**config.mk**
```make
export PLATFORM = sky130hd
export DESIGN_NAME = debounced_digit_matrix_display_core
export DESIGN_NICKNAME = d
export VERILOG_FILES = /design/src/rtl/dbdm_pkg.sv /design/src/rtl/dbdm_frame.sv /design/src/rtl/debounced_digit_matrix_display_core.sv
export SDC_FILE = /design/constraint.sdc
export NUM_CORES = 1
export LEC_CHECK = 0
export BUFFER_PORTS_ARGS = -buffer_cell sky130_fd_sc_hd__buf_2
export CAP_MARGIN = 30
export CORE_MARGIN = 4
export CORE_UTILIZATION = 50
export CTS_BUF_LIST = sky130_fd_sc_hd__clkbuf_4 sky130_fd_sc_hd__clkbuf_8 sky130_fd_sc_hd__clkbuf_16
export DETAILED_ROUTE_END_ITERATION = 16
export PLACE_DENSITY = 0.7
export SYNTH_ARGS = -nofsm -noshare
export SYNTH_HDL_FRONTEND = slang
export SYNTH_SLANG_ARGS = --single-unit
```
**constraint.sdc**
```tcl
create_clock -name i_clk -period 9.7 [get_ports i_clk]
set_input_delay 0.485 -clock i_clk [delete_from_list [all_inputs] [get_ports i_clk]]
set_output_delay 0.485 -clock i_clk [all_outputs]
set_load 0.02 [all_outputs]
```
**src/rtl/dbdm_pkg.sv**
```systemverilog
// Shared constants, codes and glyph table for the debounced digit matrix display.
`timescale 1ns / 1ps
package dbdm_pkg;

    localparam int PIXEL_COUNT = 25;
    localparam int GRID        = 5;
    localparam int SLOT_W      = $clog2(PIXEL_COUNT);
    localparam int POS_W       = $clog2(GRID);
    localparam int DIGIT_W     = 4;
    localparam int TIME_W      = 32;
    localparam int COLOR_W     = 24;
    localparam int REQ_W       = 2;
    localparam int CFG_IDX_W   = 2;
    localparam int CFG_DATA_W  = 32;

    localparam logic [DIGIT_W-1:0] DIGIT_MAX = DIGIT_W'(9);

    // request codes
    localparam logic [REQ_W-1:0] REQ_INC = 2'd0;
    localparam logic [REQ_W-1:0] REQ_DEC = 2'd1;

    // configuration register indexes
    localparam logic [CFG_IDX_W-1:0] REG_DEBOUNCE = 2'd0;
    localparam logic [CFG_IDX_W-1:0] REG_COLOR    = 2'd1;

    localparam logic [TIME_W-1:0]  DEBOUNCE_RESET = TIME_W'(200000);
    localparam logic [COLOR_W-1:0] COLOR_RESET    = COLOR_W'(200);

    typedef logic [GRID*GRID-1:0] t_glyph;

    typedef struct packed {
        logic               start;
        logic [DIGIT_W-1:0] digit;
    } t_frame_cmd;

    // Glyph rows packed top row in the low bits; column c of a row is bit c.
    function automatic t_glyph glyph_bits(input logic [DIGIT_W-1:0] digit);
        t_glyph g;
        unique case (digit)
            4'd0:    g = {5'h0E, 5'h0A, 5'h0A, 5'h0A, 5'h0E};
            4'd1:    g = {5'h08, 5'h08, 5'h08, 5'h08, 5'h08};
            4'd2:    g = {5'h0E, 5'h02, 5'h0E, 5'h08, 5'h0E};
            4'd3:    g = {5'h0E, 5'h08, 5'h0E, 5'h08, 5'h0E};
            4'd4:    g = {5'h08, 5'h08, 5'h0E, 5'h0A, 5'h0A};
            4'd5:    g = {5'h0E, 5'h08, 5'h0E, 5'h02, 5'h0E};
            4'd6:    g = {5'h0E, 5'h0A, 5'h0E, 5'h02, 5'h0E};
            4'd7:    g = {5'h08, 5'h08, 5'h08, 5'h08, 5'h0E};
            4'd8:    g = {5'h0E, 5'h0A, 5'h0E, 5'h0A, 5'h0E};
            4'd9:    g = {5'h0E, 5'h08, 5'h0E, 5'h0A, 5'h0E};
            default: g = '0;
        endcase
        return g;
    endfunction

endpackage

```
**src/rtl/dbdm_frame.sv**
```systemverilog
// Frame streamer: walks the 25 send slots in serpentine order and emits pixel beats.
`timescale 1ns / 1ps
module dbdm_frame (
    input  logic                           i_clk,
    input  logic                           i_rst_n,
    input  dbdm_pkg::t_frame_cmd           i_cmd,
    input  logic [dbdm_pkg::COLOR_W-1:0]   i_color,
    output logic                           o_busy,
    output logic                           o_out_valid,
    input  logic                           i_out_stall,
    output logic [dbdm_pkg::COLOR_W-1:0]   o_pixel_color,
    output logic [dbdm_pkg::SLOT_W-1:0]    o_pixel_slot,
    output logic                           o_last_pixel
);

    localparam logic [dbdm_pkg::SLOT_W-1:0] LastSlot =
        dbdm_pkg::SLOT_W'(dbdm_pkg::PIXEL_COUNT - 1);
    localparam logic [dbdm_pkg::POS_W-1:0]  LastPos  =
        dbdm_pkg::POS_W'(dbdm_pkg::GRID - 1);

    logic                           r_busy;
    logic [dbdm_pkg::SLOT_W-1:0]    r_slot;
    logic [dbdm_pkg::POS_W-1:0]     r_row;
    logic [dbdm_pkg::POS_W-1:0]     r_col;
    logic [dbdm_pkg::DIGIT_W-1:0]   r_digit;

    logic                           beat;
    dbdm_pkg::t_glyph               glyph;
    logic [dbdm_pkg::POS_W-1:0]     glyph_row;
    logic [dbdm_pkg::POS_W-1:0]     glyph_col;
    logic [dbdm_pkg::SLOT_W-1:0]    bit_idx;

    assign beat = r_busy && !i_out_stall;

    always_ff @(posedge i_clk) begin
        if (!i_rst_n) begin
            r_busy <= 1'b0;
            r_slot <= '0;
            r_row  <= '0;
            r_col  <= '0;
        end else if (i_cmd.start) begin
            r_busy <= 1'b1;
            r_slot <= '0;
            r_row  <= '0;
            r_col  <= '0;
        end else if (beat) begin
            if (r_slot == LastSlot) begin
                r_busy <= 1'b0;
            end
            r_slot <= r_slot + 1'b1;
            if (r_col == LastPos) begin
                r_col <= '0;
                r_row <= r_row + 1'b1;
            end else begin
                r_col <= r_col + 1'b1;
            end
        end
    end

    always_ff @(posedge i_clk) begin
        if (i_cmd.start) begin
            r_digit <= i_cmd.digit;
        end
    end

    // Send order runs bottom row first; even send rows read the glyph row mirrored.
    always_comb begin
        glyph     = dbdm_pkg::glyph_bits(r_digit);
        glyph_row = LastPos - r_row;
        glyph_col = r_row[0] ? r_col : (LastPos - r_col);
        bit_idx   = dbdm_pkg::SLOT_W'(glyph_row) * dbdm_pkg::SLOT_W'(dbdm_pkg::GRID)
                  + dbdm_pkg::SLOT_W'(glyph_col);
    end

    assign o_busy        = r_busy;
    assign o_out_valid   = r_busy;
    assign o_pixel_color = glyph[bit_idx] ? i_color : '0;
    assign o_pixel_slot  = r_slot;
    assign o_last_pixel  = (r_slot == LastSlot);

endmodule

```
**src/rtl/debounced_digit_matrix_display_core.sv**
```systemverilog
// Top level: debounce filter, digit state memory and frame streamer.
`timescale 1ns / 1ps
// Usage
//   Input channel (i_in_valid / o_in_stall): one beat is a button event with
//   i_req_type (0 up, 1 down, 2 or 3 redisplay) and a microsecond stamp.
//   The event passes when (stamp - last passed stamp) mod 2^32 exceeds
//   the debounce register; a passed event steps the digit (up/down) and sends a frame.
//   Output channel (o_out_valid / i_out_stall): 25 pixel beats per frame,
//   slot 0..24, o_last_pixel on slot 24, color or zero from the 5x5 glyph.
//   Config channel (i_cfg_valid / o_cfg_ready, always ready): index 0 is the
//   debounce threshold, index 1 the lit GRB color; other indexes are dropped.
//   The event payload and the memory read are registered on the event beat; the
//   check state starts the frame, and a filtered event frees the input after it.
//   The input stalls until the frame is sent and the FSM is back in idle; the
//   rate is set by the single pixel beat per cycle, held while the output stalls.
//   The digit and last stamp live in a one-entry synchronous memory read on
//   the event beat and written back in the next cycle on a passed check; only
//   one event is in flight, so no forwarding is needed.
//   Reset: digit and stamp read as zero until the first write, registers
//   take their defaults. A stall on the output holds the pixel beat as is.
module debounced_digit_matrix_display_core (
    input  logic                              i_clk,
    input  logic                              i_rst_n,
    input  logic                              i_in_valid,
    output logic                              o_in_stall,
    input  logic [dbdm_pkg::REQ_W-1:0]        i_req_type,
    input  logic [dbdm_pkg::TIME_W-1:0]       i_event_time,
    output logic                              o_out_valid,
    input  logic                              i_out_stall,
    output logic [dbdm_pkg::COLOR_W-1:0]      o_pixel_color,
    output logic [dbdm_pkg::SLOT_W-1:0]       o_pixel_slot,
    output logic                              o_last_pixel,
    input  logic                              i_cfg_valid,
    output logic                              o_cfg_ready,
    input  logic [dbdm_pkg::CFG_IDX_W-1:0]    i_cfg_index,
    input  logic [dbdm_pkg::CFG_DATA_W-1:0]   i_cfg_data
);

    localparam logic [1:0] ST_IDLE  = 2'd0;
    localparam logic [1:0] ST_CHECK = 2'd1;
    localparam logic [1:0] ST_SEND  = 2'd2;

    localparam int MemW = dbdm_pkg::DIGIT_W + dbdm_pkg::TIME_W;

    logic [1:0]                      r_fsm, n_fsm;
    logic [dbdm_pkg::TIME_W-1:0]     r_debounce;
    logic [dbdm_pkg::COLOR_W-1:0]    r_color;
    logic [dbdm_pkg::REQ_W-1:0]      r_req;
    logic [dbdm_pkg::TIME_W-1:0]     r_time;

    // one-entry state memory: {digit, last passed stamp}
    logic [MemW-1:0]                 r_state_mem [0:0];
    logic                            r_mem_vld;
    logic [MemW-1:0]                 r_rd_q;
    logic                            r_rd_vld;

    logic                            in_beat;
    logic                            pass;
    logic                            mem_we;
    logic [dbdm_pkg::DIGIT_W-1:0]    cur_digit;
    logic [dbdm_pkg::DIGIT_W-1:0]    n_digit;
    logic [dbdm_pkg::TIME_W-1:0]     cur_time;
    logic [dbdm_pkg::TIME_W-1:0]     gap;
    dbdm_pkg::t_frame_cmd            frame_cmd;
    logic                            frame_busy;

    assign in_beat     = i_in_valid && !o_in_stall;
    assign o_in_stall  = (r_fsm != ST_IDLE);
    assign o_cfg_ready = 1'b1;

    // configuration registers
    always_ff @(posedge i_clk) begin
        if (!i_rst_n) begin
            r_debounce <= dbdm_pkg::DEBOUNCE_RESET;
            r_color    <= dbdm_pkg::COLOR_RESET;
        end else if (i_cfg_valid && o_cfg_ready) begin
            unique case (i_cfg_index)
                dbdm_pkg::REG_DEBOUNCE: r_debounce <= i_cfg_data;
                dbdm_pkg::REG_COLOR:    r_color    <= i_cfg_data[dbdm_pkg::COLOR_W-1:0];
                default: ;
            endcase
        end
    end

    // hold the event payload for the check cycle
    always_ff @(posedge i_clk) begin
        if (in_beat) begin
            r_req  <= i_req_type;
            r_time <= i_event_time;
        end
    end

    // state memory: read on the event beat, write back on a passed check
    always_ff @(posedge i_clk) begin
        if (mem_we) begin
            r_state_mem[0] <= {n_digit, r_time};
        end
        if (in_beat) begin
            r_rd_q <= r_state_mem[0];
        end
    end

    always_ff @(posedge i_clk) begin
        if (!i_rst_n) begin
            r_mem_vld <= 1'b0;
            r_rd_vld  <= 1'b0;
        end else begin
            if (mem_we) begin
                r_mem_vld <= 1'b1;
            end
            if (in_beat) begin
                r_rd_vld <= r_mem_vld;
            end
        end
    end

    // unwritten memory reads as the reset state
    always_comb begin
        cur_digit = r_rd_vld ? r_rd_q[MemW-1 -: dbdm_pkg::DIGIT_W] : '0;
        cur_time  = r_rd_vld ? r_rd_q[dbdm_pkg::TIME_W-1:0] : '0;
        gap       = r_time - cur_time;
        pass      = (gap > r_debounce);
        case (r_req)
            dbdm_pkg::REQ_INC:
                n_digit = (cur_digit >= dbdm_pkg::DIGIT_MAX) ? '0 : cur_digit + 1'b1;
            dbdm_pkg::REQ_DEC:
                n_digit = (cur_digit == '0 || cur_digit > dbdm_pkg::DIGIT_MAX)
                        ? dbdm_pkg::DIGIT_MAX : cur_digit - 1'b1;
            default:
                n_digit = cur_digit;
        endcase
    end

    assign mem_we    = (r_fsm == ST_CHECK) && pass;
    assign frame_cmd = '{start: mem_we, digit: n_digit};

    always_comb begin
        n_fsm = r_fsm;
        unique case (r_fsm)
            ST_IDLE:  if (in_beat) n_fsm = ST_CHECK;
            ST_CHECK: n_fsm = pass ? ST_SEND : ST_IDLE;
            ST_SEND:  if (!frame_busy) n_fsm = ST_IDLE;
            default:  n_fsm = ST_IDLE;
        endcase
    end

    always_ff @(posedge i_clk) begin
        if (!i_rst_n) begin
            r_fsm <= ST_IDLE;
        end else begin
            r_fsm <= n_fsm;
        end
    end

    dbdm_frame u_frame (
        .i_clk         (i_clk),
        .i_rst_n       (i_rst_n),
        .i_cmd         (frame_cmd),
        .i_color       (r_color),
        .o_busy        (frame_busy),
        .o_out_valid   (o_out_valid),
        .i_out_stall   (i_out_stall),
        .o_pixel_color (o_pixel_color),
        .o_pixel_slot  (o_pixel_slot),
        .o_last_pixel  (o_last_pixel)
    );

    // pixels only while a frame is being sent
    a_out_in_send: assert property (@(posedge i_clk) disable iff (!i_rst_n)
        o_out_valid |-> (r_fsm == ST_SEND))
        else $error("pixel beat outside frame send");

    // stored digit stays within 0..9
    a_digit_range: assert property (@(posedge i_clk) disable iff (!i_rst_n)
        r_mem_vld |-> (r_state_mem[0][MemW-1 -: dbdm_pkg::DIGIT_W] <= dbdm_pkg::DIGIT_MAX))
        else $error("stored digit out of range");

    // slots advance by one per taken beat
    a_slot_step: assert property (@(posedge i_clk) disable iff (!i_rst_n)
        (o_out_valid && !i_out_stall && !o_last_pixel)
            |=> (o_out_valid && o_pixel_slot == $past(o_pixel_slot) + 1'b1))
        else $error("pixel slot skipped or repeated");

    // frame ends after the last pixel is taken
    a_frame_end: assert property (@(posedge i_clk) disable iff (!i_rst_n)
        (o_out_valid && !i_out_stall && o_last_pixel) |=> !o_out_valid)
        else $error("pixel beat after last pixel");

endmodule

```
Word-level counts from Yosys, hierarchy flattened --
Memory sizes are Yosys's and may differ from the RTL's. A register that Yosys moved wholly into a read port is not among the register bits. Index checks and enable logic that the tools add are counted.
Word-level totals: bits of input ports 73, memories kept 2, memory bits (read-only) 208, output and inout bits 33, RAM bits 36, register bits after elaboration 110
Operators by class: $add $sub $neg 9, mux-type cells 20, bitwise operators 1, order comparisons 4, equality and inequality tests 8, reduce and logical (&&, ||, !) cells 19, $mul 1
Memory list:
- (no name shown) | depth 16, bits a word 13, read ports 1, clocked after memory_dff 1, write ports 0, RTL line dbdm_pkg.sv:39 | unique case (digit)
- r_state_mem | depth 1, bits a word 36, read ports 1, clocked after memory_dff 1, write ports 1, RTL line debounced_digit_matrix_display_core.sv:52 | logic [MemW-1:0] r_state_mem [0:0];
Operator list (count):
- 32-bit greater-than comparator | 1
- 32-bit 2-to-1 mux | 1
- 32-bit subtractor | 1
- 24-bit 2-to-1 mux | 1
- 4-bit 2-to-1 mux | 4
- 2-bit AND reduction | 5
- 4-bit case mux with 2 select lines | 1
- 3-bit by 1-bit adder with 3-bit output, second input constant | 2
- 2-bit by 1-bit equality test with 1-bit output, second input constant | 3
- 2-bit logical NOT | 3
- 5-bit by 6-bit < comparator with 1-bit output, second input constant | 1
- 1-bit 2-to-1 mux | 6
- 2-bit 2-to-1 mux | 3
- 3-bit 2-to-1 mux | 2
- 2-bit case mux with 3 select lines | 1
- 2-bit nonzero test | 3
- 3-bit subtractor, first input constant | 2
- 5-bit by 1-bit adder with 5-bit output, second input constant | 1
- 5-bit by 3-bit adder with 5-bit output | 1
- 1-bit binary-select mux with 5-bit select | 1
- 5-bit equality test, second input constant | 1
- 3-bit by 3-bit multiplier with 5-bit output, second input constant | 1
- 4-bit by 1-bit adder with 4-bit output, second input constant | 1
- 4-bit >= comparator, second input constant | 1
- other kinds (11) | 15

Depth between registers and ports, before layout --
word-level depth 6, gate-level depth with buffers 29, gate-level depth less buffers 27

Modules after synthesis --
From an unflattened synthesis, not the netlist that was laid out.
Unflattened totals: cells, all modules 989, area, all modules 10022.1 um^2
By module, submodules not included:
- debounced_digit_matrix_display_core | cells each 804, times used 1, area each 8294.2 um^2, sequential area each 4384.2 um^2
- dbdm_frame | cells each 185, times used 1, area each 1727.9 um^2, sequential area each 560.5 um^2

Worst setup path before layout --
No wires, ideal clock.
kind reg-to-reg, start point register r_rd_vld, end point register, netlist name u_frame.glyph[11], arrival time 6.016 ns, stages on the path, launching flop included 26, setup slack 3.550 ns, path buffers 3, path through dfxtp_1 -> clkbuf_1 -> buf_1 -> nand2_1 -> ha_1 -> a21o_1 -> a31o_1 -> a221o_1 -> a2111o_1 -> a31oi_4 -> o21ai_2 -> a311o_1 -> xor2_1 -> ha_1 -> nand4_1 -> nor4_1 -> a21oi_1 -> and2_1 -> nor2_1 -> clkbuf_1 -> mux2i_1 -> ha_1 -> nor2b_1 -> a22oi_1 -> o21ai_0 -> a21oi_1
On the way: word-level cells in the longest chain between the ends 6
Ends and longest elaborated chain:
- from (decl) | RTL line debounced_digit_matrix_display_core.sv:55 | logic r_rd_vld;
- from (signal assigned) | RTL line debounced_digit_matrix_display_core.sv:112 | r_rd_vld <= r_mem_vld;
- parallel branches: the longest is 5 deep, another holds 32-bit subtractor
- 4-bit 2-to-1 mux (no line) *
Mark *: on every way between the ends. A chain may end at the register's enable or synchronous reset.

Worst setup path after layout --
start point register r_rd_vld, end point register, netlist name u_frame.glyph[2]
On the way: word-level cells in the longest chain between the ends 6
Ends and longest elaborated chain:
- parallel branches: the longest is 5 deep, another holds 32-bit subtractor
- 4-bit 2-to-1 mux (no line) *
Marked as above.

==> flow_metrics.tcl <==
set metrics [dict create \
    final-seq-area_mm2 0.004825 \
    drt_wl_total_mm 20.45 \
    grt_pass1_wl_mm 33.73 \
    dieArea_mm2 0.02210 \
    dr_total_vias 7188 \
    hold_viol_final 0 \
    period_needed_ps 6940 \
    cp_top_family "compound AO/OA/AOI/OAI gates" \
    ys_ff_latch 188 \
    synth_compound_area_frac 0.1557 \
    core_mm2 0.01946 \
    critical_path_buf_inv_count 1 \
    drv_slew 0 \
    grt_overflow 0 \
    final_util 0.5787 \
    fmax_ghz 0.1441 \
    synth_edf_count 106 \
    initial_core_util 0.5083 \
    clk_latency_ps 440 \
    cap_violations 0 \
    r2r-start "r_rd_vld" \
    outcome "finished, final reports clean" \
    p_comb_frac 0.157 \
    required_ps 10000 \
    tritoncts "yes" \
    cts_resized 0 \
    p_leak_nw 4.454 \
    h-tree-depth 4 \
    cts_sinks 188 \
    worst-path-max-fanout 29 \
    setup_ws_ps 2760 \
    antenna_found_initial 0 \
    endpoint_kind "flip-flop" \
    crit_type "reg -> reg" \
    swShare 0.2607 \
    power_density_mw_per_mm2 173.2 \
    post_cts_buffers 0 \
    syn_avg_cell_area_um2 10.08 \
    power.clock.fraction 0.368 \
    synth_top_area_frac 0.3218 \
    port_buffers 104 \
    antennaDiodeCount 0 \
    synth_top_family_by_area "compound AO/OA/AOI/OAI gates" \
    critical_path.slowest_cell "nor2_1" \
    synth-simple-area-share 0.1557 \
    clkSlewWorstSetupHoldPaths_ps 70 \
    via_per_inst 5.317 \
    drtIter0Drc 372 \
    dp_slack_ps 2809 \
    drive_gt1_frac 0.1435 \
    worstSetupStartpointType "flip-flop" \
    gp_congestion 0.8843 \
    hold_buffers 0 \
    yosysSeqAreaShare 0.4877 \
    synthCells 981 \
    maxSlewHeadroom 0.3631 \
    yosysWarningCount 0 \
    clock_path_buffers 2 \
    intPower_mw 1.442 \
    drc 0 \
    tns_ps 0 \
    row_count 51 \
    cts_buffers 17 \
    setup_viol 0 \
    tightest_slew_ps 952.5 \
    crit_path_cell_trace "buf_4 -> nand2_1 -> ha_1 -> a21o_1 -> a31o_1 -> a221o_1 -> a2111o_1 -> a31oi_4 -> o21ai_2 -> a311o_1 -> xor2_1 -> ha_1 -> nand4_1 -> nor4_1 -> a21oi_1 -> and2_1 -> nor2_1 -> mux2i_1 -> ha_1 -> nor2b_1 -> a22oi_1 -> o21ai_0 -> a21oi_1" \
    synthTopCellsByArea "edfxtp_1 (32%), dfxtp_1 (17%), ha_1 (11%), nand2_1 (6.4%), a21boi_0 (3.9%)" \
    finalCritPeriodShare 0.7155 \
    first_global_vias 7020 \
    syn_nets 1144 \
    first_pass_iters 5 \
    synthMuxAreaShare 0.01176 \
    vdd_ir_drop_max_mv 0.1148 \
    yosysTopAreaCell "edfxtp_1" \
    hp-class "in -> reg" \
    io_pins 106 \
    max_stage_delay_ps 660 \
    cts-root-buf "clkbuf_16" \
    rsz0062_at_grt "no" \
    skew_ps 12.57 \
    crit_top_cell "ha_1" \
    n_fill_cell 1698 \
    arrival_ps 7240 \
    seq_power_share 0.475 \
    multiInputGateArea_mm2 0.004705 \
    drt-wirelength-per-cell_um 15.13 \
    grt_max_degree 73 \
    syn_to_final_growth_pct 13.85 \
    netlist_area_mm2 0.009892 \
    dieWidth_um 148.7 \
    synth-main-ff-cell "edfxtp_1" \
    switchingPower_mw 0.5085 \
    synthAdderAreaFrac 0.1154 \
    power.total_mw 1.951 \
    synth_xor_area_frac 0.03542 \
    async_flop_share 0 \
    ys_types 66 \
    nets 1237 \
    startpoint "r_rd_vld" \
    worst_hold_startpoint "i_event_time[24]" \
    track_usage 0.1893 \
    drtAntennaViolNets 0 \
    dp.final_hpwl_mm 15.00 \
    fp.dieH_um 148.7 \
]
==> final cells by class <==
type,instances,share of cell area
clock inverter,13,0.01444
tap,265,0.02944
inverter,63,0.02100
timing repair buffer,110,0.04988
sequential,188,0.4284
clock buffer,19,0.03911
multi-input combinational,694,0.4177
==> per-stage QoR <==
| stage | hold WS (ps) | cells | instance area [um2] |
|---|---|---|---|
| finish | 214.2 | 1352 | 11260 |
| floorplan | 400.3 | 981 | 9892 |
| CTS | 192.4 | 1352 | 11260 |
| detailed placement | 404.5 | 1320 | 10660 |
| global route | 195.2 | 1352 | 11260 |
| global placement | 400.4 | 1319 | 10660 |
==> final timing paths <==
check	to	cells past startpoint	slack (ps)
max	u_frame.glyph[2]	23	2760
min	r_time[24]	1	210
max reg2reg	u_frame.glyph[2]	23	2760
min reg2reg	r_rd_q[13]	0	410
==> power groups by stage <==
stage                     Sequential, mW  Combinational (mW)  Clock [mW]
after CTS                          0.928               0.307       0.735
after global placement             0.944               0.299           0
final                              0.927               0.306       0.717
after detailed placement           0.945               0.305           0
after floorplan                    0.938               0.226           0
after global routing               0.933               0.346       0.767
==> cell families after synthesis <==
kind of cell | Yosys count
AOI/OAI and AO/OA | 224
xor gates and xnor gates | 40
adders and majority gates | 90
buffers and inverters | 99
DFF | 188
muxes | 11
other | 1
and+or+nand+nor | 328
==> metal layers <==
layer | vias up | share of wire | GRT usage
li1 | 3656 | - | -
met1 | 3392 | 0.45 | 0.2416
met2 | 108 | 0.50 | 0.3183
met3 | 32 | 0.032 | 0.03931
met4 | 0 | 0.018 | 0.07067
met5 | - | 0 | 0
==> registers in the layout, summed over array words and instances, names as in the netlist <==
signal / cells
u_frame.r_digit: 3
r_rd_q: 36
r_debounce: 32
r_color: 24
u_frame.o_pixel_slot: 5
u_frame.o_busy: 1
r_mem_vld: 1
r_fsm: 2
r_time: 32
r_req: 2
u_frame.glyph: 10
u_frame.r_col: 3
u_frame.r_row: 3
r_state_mem: 33
r_rd_vld: 1
==> worst reg2reg max path, delay by kind of cell, from the launching register on <==
family	cells	cell delay (ps)
adders and majority gates	3	900
muxes	1	450
and+or+nand+nor	6	1710
AOI/OAI and AO/OA	11	2690
xor gates and xnor gates	1	150
DFF	1	560
buffers and inverters	1	370
==> placed cells by master (no fill, tap or decap), types with 32 or more instances in the layout <==
cell type and instances:
ha_1 88, buf_2 104, a21boi_0 51, edfxtp_1 106, a21oi_1 52, inv_1 63, nand2_1 169, dfxtp_1 82
and2_1 32, nor2_1 33
==> cell usage after synthesis, types with 19 or more instances <==
| library cell | instances |
|---|---|
| nand2_1 | 169 |
| edfxtp_1 | 106 |
| ha_1 | 88 |
| dfxtp_1 | 82 |
| inv_1 | 63 |
| a21oi_1 | 52 |
| a21boi_0 | 51 |
| nor2_1 | 34 |
| and2_1 | 32 |
| clkbuf_1 | 32 |
| o21ai_0 | 26 |
| xnor2_1 | 22 |
| nand3_1 | 21 |
| a21o_1 | 19 |
Power figures use the tool's default switching activity.
